--- config.mk ---
export PLATFORM = sky130hd
export DESIGN_NAME = rau_div_step
export DESIGN_NICKNAME = d
export VERILOG_FILES = /design/src/sv/rau_div_step.sv
export SDC_FILE = /design/constraint.sdc
export NUM_CORES = 1
export LEC_CHECK = 0
export BUFFER_PORTS_ARGS = -buffer_cell sky130_fd_sc_hd__buf_2
export CORE_MARGIN = 10
export CORE_UTILIZATION = 35
export CTS_CLUSTER_DIAMETER = 80
export DETAILED_ROUTE_END_ITERATION = 6
export SYNTH_ARGS = -nofsm -noshare
export SYNTH_HDL_FRONTEND = slang
export SYNTH_SLANG_ARGS = --single-unit
--- constraint.sdc ---
create_clock -name i_clk -period 2.9 [get_ports i_clk]
set_input_delay 0.145 -clock i_clk [delete_from_list [all_inputs] [get_ports i_clk]]
set_output_delay 0.145 -clock i_clk [all_outputs]
set_load 0.05 [all_outputs]
--- src/sv/rau_div_step.sv ---
// ----------------------------------------------------------------------------
// rau_div_step
// One restoring division step: resolves quotient bit STEP.
// ----------------------------------------------------------------------------
module rau_div_step #(
    parameter int NW   = 65,
    parameter int DFW  = 52,
    parameter int QB   = 17,
    parameter int STEP = 0
) (
    input  logic           i_clk,
    input  logic           i_rst_n,
    input  logic           i_adv,
    input  logic           i_valid,
    input  logic [NW-1:0]  i_rem,
    input  logic [DFW-1:0] i_d,
    input  logic [QB-1:0]  i_q,
    input  logic           i_neg,
    input  logic           i_ovf,
    output logic           o_valid,
    output logic [NW-1:0]  o_rem,
    output logic [DFW-1:0] o_d,
    output logic [QB-1:0]  o_q,
    output logic           o_neg,
    output logic           o_ovf
);
    localparam int CW = NW + QB + 1;

    logic [CW-1:0] d_sh, rem_w;
    logic          take;

    assign d_sh  = CW'(i_d) << STEP;
    assign rem_w = CW'(i_rem);
    assign take  = rem_w >= d_sh;

    always_ff @(posedge i_clk) begin
        if (!i_rst_n) begin
            o_valid <= 1'b0;
        end else if (i_adv) begin
            o_valid <= i_valid;
        end
    end

    always_ff @(posedge i_clk) begin
        if (i_adv) begin
            o_rem <= take ? NW'(rem_w - d_sh) : i_rem;
            o_d   <= i_d;
            o_q   <= i_q | (take ? (QB'(1) << STEP) : QB'(0));
            o_neg <= i_neg;
            o_ovf <= i_ovf;
        end
    end
endmodule

### Word level (Yosys, flattened, before mapping)

Index checks and enable logic that the tools add are counted.

* add/sub/neg operators: 1
* $mul: 0
* divide/modulo/power cells: 0
* $lt $le $gt $ge: 1
* eq/ne operators: 0
* shifts and indexed selects: 0
* multiplexer cells: 2
* bitwise gates (word level): 1
* reduce and logical (&&, ||, !) cells: 0

Operator list (number)
* $ge 65x52->1: 1
* $mux 65: 1
* $sub 65x52->65: 1
* $or 17x1->17: 1
* $mux 1: 1

* bits in registers: 137
* bits in latches: 0
* bits in writable memories: 0
* ROM bits: 0
* input bits: 140
* output and inout bits: 137
* word-level logic and storage cells: 11
* memories: 0

### Depth between registers and ports, before layout

* depth after elaboration: 3
* depth in mapped cells: 14
* depth with buffers taken out: 13

### Worst setup path after synthesis

Ideal clock, no wire load.

* path type: input-to-reg
* from: input port i_rem[0]
* to: register o_rem[64], data pin
* setup time: 0.260 ns
* data arrival time: 2.700 ns
* data required time: 2.640 ns
* path slack: -0.060 ns
* stages on the path: 13
* buffers on the path: 0
* cells stage by stage: inv_1 -> ha_1 -> inv_1 -> fa_1 -> a21o_1 -> a22o_1 -> o211ai_1 -> o2111a_1 -> o21ai_1 -> a21oi_1 -> o211ai_1 -> or3_1 -> mux2_2

* word-level cells in the longest chain between the ends: 2
* elaborated cells on any way between the ends: 3
* those cells by class: add/sub (1); order compare (1); mux (1)

Ends and longest elaborated chain
* start: declaration: line 15 `input logic [NW-1:0] i_rem,`
* $sub 65x52->65 or $ge 65x52->1 (tied branches): line 46, 34
* $mux 65 (*): line 46 `o_rem <= take ? NW'(rem_w - d_sh) : i_rem;`
* end signal: assignment: line 46
* end: declaration: line 21 `output logic [NW-1:0] o_rem,`

Every way passes the cells marked *; elsewhere a longest branch is shown, timed or not.
A chain may end at the register's enable or synchronous reset.

### Worst setup path after layout

* from: input port i_d[40]
* to: register o_rem[64], data pin

* word-level cells in the longest chain between the ends: 2
* elaborated cells on any way between the ends: 3
* those cells by class: add/sub (1); order compare (1); mux (1)

Ends and longest elaborated chain
* start: declaration: line 16 `input logic [DFW-1:0] i_d,`
* $sub 65x52->65 or $ge 65x52->1 (tied branches): line 46, 34
* $mux 65 (*): line 46

Marks and branches as above.

==> results.tsv <==
stage	metric	value	unit
timing	slew_headroom	51.55	%
global_route	grt_usage	17.99	%
global_route	grt_pass1_vias	8464	
route	wl_per_cell	17.18	um
route	detail-route-antenna-nets	0	
global_route	grt_max_degree	71	
synthesis	syn-num-nets	1045	
worst_setup_path	worstSetupPathType	input port to flip-flop	
cts	cts.path.max_buffers	2	
finish	fin_util	53.73	%
placed_design	io_buffers	276	
finish	fin_nets	1521	
worst_setup_path	slowest_stage	dlygate4sd3_1	
worst_setup_path	worst_setup_path_end_kind	flip-flop	
timing	hold_ws	0.8485	ps
worst_setup_path	max_stage_delay	520	ps
cts	htreeDepth	4	
floorplanning	core-area	23610	sq um
floorplanning	start_util	35.72	%
timing	finalHoldViolCount	0	
cts	cts_tree	built	
timing	clock_skew	0	ps
placed_design	dp.cells	1545	
route	route.detailed.drc	0	
route	firstDrtPassIters	5	
placed_design	routabilityCongestion	0.8810	
finish	instances_no_fill	1663	
run	cap_violations	0	
route	dr.first_iter.drc_count	417	
status	status	completed	
timing	slew_violations	0	
timing	finalCritPeriodShare	97.12	%
timing	setup_viol	0	
timing	max_freq	355.1	MHz
finish	drive_gt1_share	35.87	%
global_route	grt_pass1_wl	44.55	mm
timing	layout_min_cycle_time	2816	ps
worst_setup_path	path_common_cell	a21o_1	
route	vias	8185	
synthesis	synth_cell_type_count	59	
finish	areaGrowthSynthToFinish	50.39	%
floorplanning	dieArea	30710	sq um
synthesis	ys_seq_area_share	48.65	%
floorplanning	ios	277	
worst_setup_path	cp_max_fo	2	
worst_setup_path	cp.arrival	3010	ps
global_route	overflow	0	
route	via_per_inst	4.922	
floorplanning	rows	56	
synthesis	ys.warnings.count	0	
cts	numCtsBuffers	17	
synthesis	synth_edf_count	136	
cts	cts.sinks	137	
synthesis	async_reset_ff_share	0	%
pwr	p_per_area	554.5	nW/um^2
cts	clkLatencyLatePin	430	ps
global_route	antenna_found_initial	4	
floorplanning	die_h	175.2	um
worst_setup_path	critPathLaunchType	input port	
synthesis	ys_ff_latch	137	
synthesis	synth_ff_type	edfxtp_1	
placed_design	dp_hpwl	22.22	mm
synthesis	syn-cell-area	8436	sq um
pwr	leakage	5.651	nW
route	drt_wl_total	28.57	mm
floorplanning	die_x	175.2	um
cts	cts-root-buf	clkbuf_16	
pwr	ir_drop	0.3498	mV
worst_setup_path	crit_chain	dlygate4sd3_1 -> buf_2 -> inv_1 -> ha_1 -> a21o_1 -> a21o_1 -> a21o_1 -> a2111oi_4 -> o21ai_2 -> a21oi_2 -> o211ai_1 -> or3_1 -> mux2_2	
synthesis	syn_avg_cell_area	9.901	sq um
min_path	hold_path_class	input port to flip-flop	
worst_setup_path	cp.required	3090	ps
synthesis	syn_inst	852	
cts	clkTransAtPathRegs	70	ps
timing	tightest_slew	726.8	ps
[layout by cell type, fill, tap and decap left out, types with 5 or more instances in the layout]
master	count
buf_2	276
edfxtp_1	136
buf_4	126
nand2_1	101
o21ai_0	80
dlygate4sd3_1	78
nor2_1	64
inv_1	62
a21oi_1	52
ha_1	49
a21o_1	30
xor2_1	30
xnor2_1	21
nand3_1	17
clkbuf_16	17
nand4_1	15
nor3_1	11
nand2b_1	9
o211ai_1	9
mux2_2	9
o31ai_1	9
or3_1	8
and3_1	8
inv_6	8
nor4_1	7
a211oi_1	7
a31oi_1	6
buf_6	6
o21bai_1	5
a21boi_0	5
buf_12	5
[where the power goes]
part	internal [W]	total [W]	leakage (nW)	switching, W
sequential	0.00246	0.00251	1.34	0.0000529
combinational	0.000807	0.00240	4.04	0.00159
clock	0.00113	0.00213	0.270	0.000999
total	0.00439	0.00703	5.65	0.00264
[registers in the layout, indices dropped and copies added, names as in the netlist]
| register | flops |
|---|---|
| o_rem | 65 |
| o_q | 17 |
| o_d | 52 |
| o_ovf | 1 |
| o_neg | 1 |
| o_valid | 1 |
[worst paths after layout]
check / start / endpoint / slack [ps] / cells past startpoint
min reg2reg: o_valid$_SDFFE_PN0P_ / o_valid$_SDFFE_PN0P_ / 1090 / 3
max reg2reg: o_valid$_SDFFE_PN0P_ / o_valid$_SDFFE_PN0P_ / 1740 / 3
min: i_rem[49] / o_rem[49]$_DFFE_PP_ / 0.8 / 3
max: i_d[40] / o_rem[64]$_DFFE_PP_ / 80 / 13
[worst max-delay path: cells and delay by family]
kind,cells,cell delay [ps]
AOI/OAI and AO/OA,7,1390
muxes,1,270
and+or+nand+nor,1,330
adders and majority gates,1,190
buffers and inverters,3,680
[metrics by stage]
step	worst slack, ps	setup TNS [ps]	total power, W	area, sq um
after floorplan	1.298	0	0.004035	8439
after global placement	-309.9	-5091	0.004820	11140
after detailed placement	-371.6	-7295	0.004835	11140
after CTS	16.86	0	0.007057	12470
after global routing	-25.43	-41.19	0.007357	12680
final	83.64	0	0.007035	12690
[logic make-up after synthesis]
kind of cell | count (synthesis) | synth area share (%)
AOI/OAI and AO/OA | 239 | 17.44
buffers and inverters | 96 | 4.524
DFF | 137 | 48.65
muxes | 12 | 1.572
adders and majority gates | 53 | 7.950
xor gates and xnor gates | 51 | 5.295
and+or+nand+nor | 264 | 14.57
[repair_timing]
action | in CTS | in global routing
setup buffers | 0 | 5
endpoints found under the setup margin | 0 | 62
hold buffers | 78 | 0
hold endpoints to repair | 77 | 0
resized for setup | 0 | 33
[cell type report]
| cell class | count | area [sq um] |
|---|---|---|
| repair buffers | 491 | 3276 |
| fillers | 2190 | 10930 |
| inverters | 62 | 232.7 |
| clock buffers | 17 | 425.4 |
| well taps | 319 | 399.1 |
| clock inverters | 15 | 130.1 |
| flip-flops and latches | 137 | 4104 |
| multi-input cells | 619 | 4111 |
| diodes | 3 | 7.507 |
[routing by layer]
| metal | vias up | global-route usage, % | part of all wire [%] |
|---|---|---|---|
| li1 | 4080 | - | - |
| met1 | 3803 | 22.10 | 43 |
| met2 | 271 | 29.74 | 47 |
| met3 | 29 | 5.712 | 8.6 |
| met4 | 2 | 4.945 | 1.5 |
| met5 | - | 0 | 0.025 |
[Yosys cell counts (17+ instances only)]
master / instances / area [sq um]
xor2_1: 30 / 262.8
a21oi_1: 55 / 275.3
nand2_1: 102 / 382.9
inv_1: 62 / 232.7
edfxtp_1: 136 / 4084
clkbuf_1: 24 / 90.09
nor2_1: 64 / 240.2
o21ai_0: 81 / 405.4
a21o_1: 30 / 225.2
xnor2_1: 21 / 183.9
nand3_1: 17 / 85.08
ha_1: 52 / 650.6
(Power assumes the default switching activity.)
